===== src/hdl/spa_link_ram.sv =====
`timescale 1ns / 1ps

module spa_link_ram #(
   parameter int DATA_W = 9,
   parameter int ADDR_W = 8
) (
   input  logic              clock,
   input  logic              wr_en,
   input  logic [ADDR_W-1:0] wr_addr,
   input  logic [DATA_W-1:0] wr_data,
   input  logic              rd_en,
   input  logic [ADDR_W-1:0] rd_addr,
   output logic [DATA_W-1:0] rd_data
);

   localparam int DEPTH = 1 << ADDR_W;

   logic [DATA_W-1:0] mem [DEPTH];
   logic [DATA_W-1:0] rd_data_ff;

   // write-first: a read at the address written in the same cycle sees the new data
   always_ff @(posedge clock) begin
      if (wr_en) begin
         mem[wr_addr] <= wr_data;
      end
      if (rd_en) begin
         rd_data_ff <= (wr_en && (wr_addr == rd_addr)) ? wr_data : mem[rd_addr];
      end
   end

   assign rd_data = rd_data_ff;

endmodule


===== config.mk =====
export PLATFORM = sky130hd
export DESIGN_NAME = spa_link_ram
export DESIGN_NICKNAME = d
export VERILOG_FILES = /design/src/hdl/spa_link_ram.sv
export SDC_FILE = /design/constraint.sdc
export NUM_CORES = 2
export LEC_CHECK = 0
export BUFFER_PORTS_ARGS = -buffer_cell sky130_fd_sc_hd__buf_2
export CAP_MARGIN = 30
export CELL_PAD_IN_SITES_DETAIL_PLACEMENT = 1
export CELL_PAD_IN_SITES_GLOBAL_PLACEMENT = 1
export CORE_AREA = 3 3 511 513
export DETAILED_ROUTE_END_ITERATION = 16
export DIE_AREA = 0 0 514 516
export GPL_TIMING_DRIVEN = 0
export HOLD_SLACK_MARGIN = 0.1
export PLACE_DENSITY = 0.59
export SETUP_SLACK_MARGIN = 0.15
export SLEW_MARGIN = 10
export SYNTH_ARGS = -nofsm -noshare
export SYNTH_HDL_FRONTEND = slang
export SYNTH_SLANG_ARGS = --single-unit

===== constraint.sdc =====
create_clock -name clock -period 3.2 [get_ports clock]
set_clock_uncertainty 0.05 [all_clocks]
set_input_delay 0 -clock clock [delete_from_list [all_inputs] [get_ports clock]]
set_output_delay 0 -clock clock [all_outputs]
set_load 0.05 [all_outputs]

Word level (Yosys, flattened, before mapping)
Memories as Yosys holds them, arrays and structs flattened. A register that Yosys moved wholly into a read port is not among the register bits.
Index checks and enable logic that the tools add are counted.
{ "totals": {"ff_bits": 0, "latchBits": 0, "ramBits": 2304, "rom_bits": 0, "inputBits": 28, "out_inout_bits": 9, "n_memories": 1} }
{ "mem_list": {"columns": ["name", "words", "word_bits", "read_ports", "rd_clocked_by_memory_dff", "wr", "line_no", "text"], "rows": [
  ["mem", 256, 9, 1, 1, 1, "18", "logic [DATA_W-1:0] mem [DEPTH];"]
]} }
{ "classes": {"addsub": 0, "multipliers": 0, "div_mod_pow": 0, "magnitude_cmp": 0, "eq_ne": 0, "shifts": 0, "mux": 2, "bitwise_logic": 0, "n_reduce_logical": 0} }
{ "ops": {"columns": ["cell", "count"], "rows": [
  ["$mux W1", 2]
]} }

Depth between registers and ports, before layout
{ "logic_depth": {"word_depth": 2, "depth_mapped": 13, "mapped_depth_nobuf": 7} }

Worst setup path before layout
No wires, ideal clock.
{ "synth_timing": {"kind": "input to register", "from": "input rd_addr[0]", "to": "register rd_data_ff[6] (netlist: rd_data[6]), read port of mem, data pin", "setup_ns": 0.265, "t_arrival_ns": 2.120, "path_slack_ns": 0.765, "stages": 10, "path_buffers": 5, "path_cell_list": "buf_6 buf_6 buf_4 buf_4 buf_2 mux4_2 a22oi_1 a31oi_1 nor4_1 a21oi_1"} }
{ "synth_rtl": {"columns": ["element", "line_no", "text"], "rows": [
  ["start: declaration", "12", "input logic [ADDR_W-1:0] rd_addr,"],
  ["end: declaration", "19", "logic [DATA_W-1:0] rd_data_ff;"]
]} }

==> out/metrics.cfg <==
[synthesis]
avgSynthCellArea_sq_um = 20.7
synth_ff_type = edfxtp_1
yosysMostFrequentCell = edfxtp_1
synth_edf_count = 2313
synthTopCellsByCount = edfxtp_1, mux4_2, nor2_1
synth_top_cell_by_area = edfxtp_1
netlist_instances = 4346
syn_nets = 4374
synth_area_sq_mm = 0.0898
seq_area_frac_synth = 0.773
synth_seq_cells = 2313
yosys_warnings = 0
yosysTopAreaCellShare = 0.773
yosys-top-cells-area = edfxtp_1, mux4_2, mux2i_1
async_reset_ff_frac = 0
synth.distinct_cells = 51

[floorplan]
die_h_microns = 516
row_count = 186
chipWidth_microns = 514
die_area_sq_mm = 0.265
start_util = 0.350
ios = 37
core_sq_mm = 0.257

[setup_path]
worst_ep_arrival_time_ns = 3.80
reg2reg_slack_ns = 0.14
critPathKind = in2reg
rr_worst_depth = 6
critPathMaxFanout = 10
regToRegStartpoint = mem[162][5]
end_kind = flip-flop
worstPathRequired_ns = 3.75
reg2reg_to = rd_data[5]
start_kind = input port

[placed_design]
dp_slack_ns = -2.38
gp_congestion = 0.901
portBuffers = 29
dp_hpwl_mm = 195
place_area_sq_mm = 0.0959

[cells_and_area]
multi_input_area_sq_mm = 0.0191
fillers = 24299
fin_area_sq_mm = 0.105
final_layout_size_suffix_gt1_frac = 0.257
seq_area_sq_mm = 0.0695
nNetsFinal = 4854
area_growth_pct = 16.7

[clocking]
clk_pin_slew_ns = 0.06
clk_latency_ns = 0.88
cts_made_buffers = 233
cts.sinks = 2313
clk_path_buf_depth = 3
htreeDepth = 4
root_buffer = clkbuf_16
cts_tree = built
post-cts-setup-buffers = 0

[worst_hold_path]
whs_path_depth = 2
hp-start = wr_data[7]
holdPathEnd = mem[133][7]
min_path_type = in2reg

[drt]
dr.pass1.iters = 6
ant_nets = 0
num_vias = 47611
drc_errors = 0
wl_per_cell_microns = 34.2
drt_iter0_markers = 6106
wirelength_mm = 288
via_per_inst = 5.65

[job]
maxCapViolations = 0

[timing]
worst_slack_ns = -0.0511
drv_slew = 0
setup_violations = 1
rsz0062_at_grt = true
min_period_ns = 3.25
timing_hold_violations_final = 0
worst_slew_pin_slew_ns = 1.07
setup-tns-final_ns = -0.0511
hold_ws_ns = 0.139
slew_headroom = 0.285
fin_crit_sh = 1.02
fmax_ghz = 0.308

[status]
outcome = complete, but fails checks
violations = setup timing

[grt]
grt.total_usage = 0.214
grt_pass1_wl_mm = 396
grt_pass1_vias = 47798
grt_max_degree = 132
grt_antenna_before_repair = 16
overflow = 0

[pwr]
cellPowerDensity_mw_per_mm2 = 613
total_leakage_power_nw = 33.0
irDropWorstVdd_v = 0.000479

[layout make-up]
type / instances / area share
inverters: 5 / 0.000179
flip-flops and latches: 2313 / 0.663
well taps: 3384 / 0.0404
repair buffers: 248 / 0.0257
diodes: 10 / 0.000239
plain buffers: 272 / 0.0169
clock buffers: 288 / 0.0580
clock inverters: 148 / 0.0132
multi-input cells: 1753 / 0.182
[cells in the final DEF (no fill, tap or decap), types with 11 or more instances in the layout]
cell type	instances
o21ai_0	44
o31ai_1	11
clkinv_2	53
or3_1	25
mux4_2	443
buf_4	181
buf_16	30
nor2_2	14
edfxtp_1	2313
nor2_1	314
a21oi_1	20
nand2_1	78
nand4_1	27
bufinv_16	22
nand2b_1	25
buf_6	59
o22ai_1	78
a221oi_1	33
clkbuf_2	41
nor2b_1	16
clkbuf_1	150
dlygate4sd3_1	26
o221ai_1	24
nor3_1	29
buf_8	25
mux4_1	14
clkbuf_16	235
nand3_1	33
buf_2	40
mux2i_1	186
mux2_2	66
a2111oi_0	12
clkinv_1	57
a22oi_1	146
[critical path, cell delays in order]
cell and delay (ns):
buf_2 0.17, clkdlybuf4s15_1 0.78, clkbuf_2 0.53, nand3_1 0.57, nor3_1 0.63, nor2_2 0.17, a31oi_1 0.33, nor4_4 0.12
a21oi_1 0.47
[worst max path at each step]
stage	from	end	slack [ns]	depth (start not counted)
6_report	rd_addr[3]	rd_data[8]	-0.05	9
3_5_place_dp	rd_addr[1]	rd_data[8]	-2.38	11
2_1_floorplan	rd_addr[0]	rd_data[6]	0.76	10
4_1_cts	rd_addr[0]	rd_data[8]	0.14	11
5_1_grt	rd_addr[0]	rd_data[8]	0.10	13
3_3_place_gp	rd_addr[2]	rd_data[2]	-2.64	10
[per-stage QoR]
stage	instances	util	power, W
final	8421	0.408	0.0642
after global routing	8414	0.408	0.0660
after CTS	8335	0.405	0.0646
after detailed placement	7871	0.373	0.0377
after global placement	7759	0.367	0.0376
after floorplan	4346	-	0.0357
[state kept, by name, summed over array words and instances, names as in the netlist]
signal	flops
rd_data	9
mem	2304
[repair_timing]
| item | in CTS | in global routing |
|---|---|---|
| hold endpoints to repair | 1827 | 0 |
| pin swaps | 1 | 1 |
| resized for setup | 131 | 29 |
| hold buffers | 29 | 0 |
| setup endpoints to repair | 9 | 9 |
[where the power goes]
| group | internal [W] | total (W) | switching [W] |
|---|---|---|---|
| Sequential | 0.0334 | 0.0334 | 0.0000174 |
| Clock | 0.0152 | 0.0271 | 0.0118 |
| Combinational | 0.00117 | 0.00374 | 0.00257 |
| Total | 0.0498 | 0.0642 | 0.0144 |
[per-layer routing]
metal,routed length (microns),part of all wire,vias up,global-route usage
met4,11800,0.041,2,0.0763
met1,120000,0.41,25929,0.296
met5,80,0.00028,-,0.00216
met2,136000,0.47,2108,0.342
li1,-,-,19098,-
met3,21300,0.074,474,0.0373
[cells by family after synthesis]
kind of cell,after synthesis,share of synthesized area
flops,2313,0.773
mux,709,0.144
simple gates,598,0.0294
compound gates,438,0.0349
buf+inv,280,0.0174
xor+xnor,8,0.000780
Note: power is estimated with default switching activity, not from simulation.
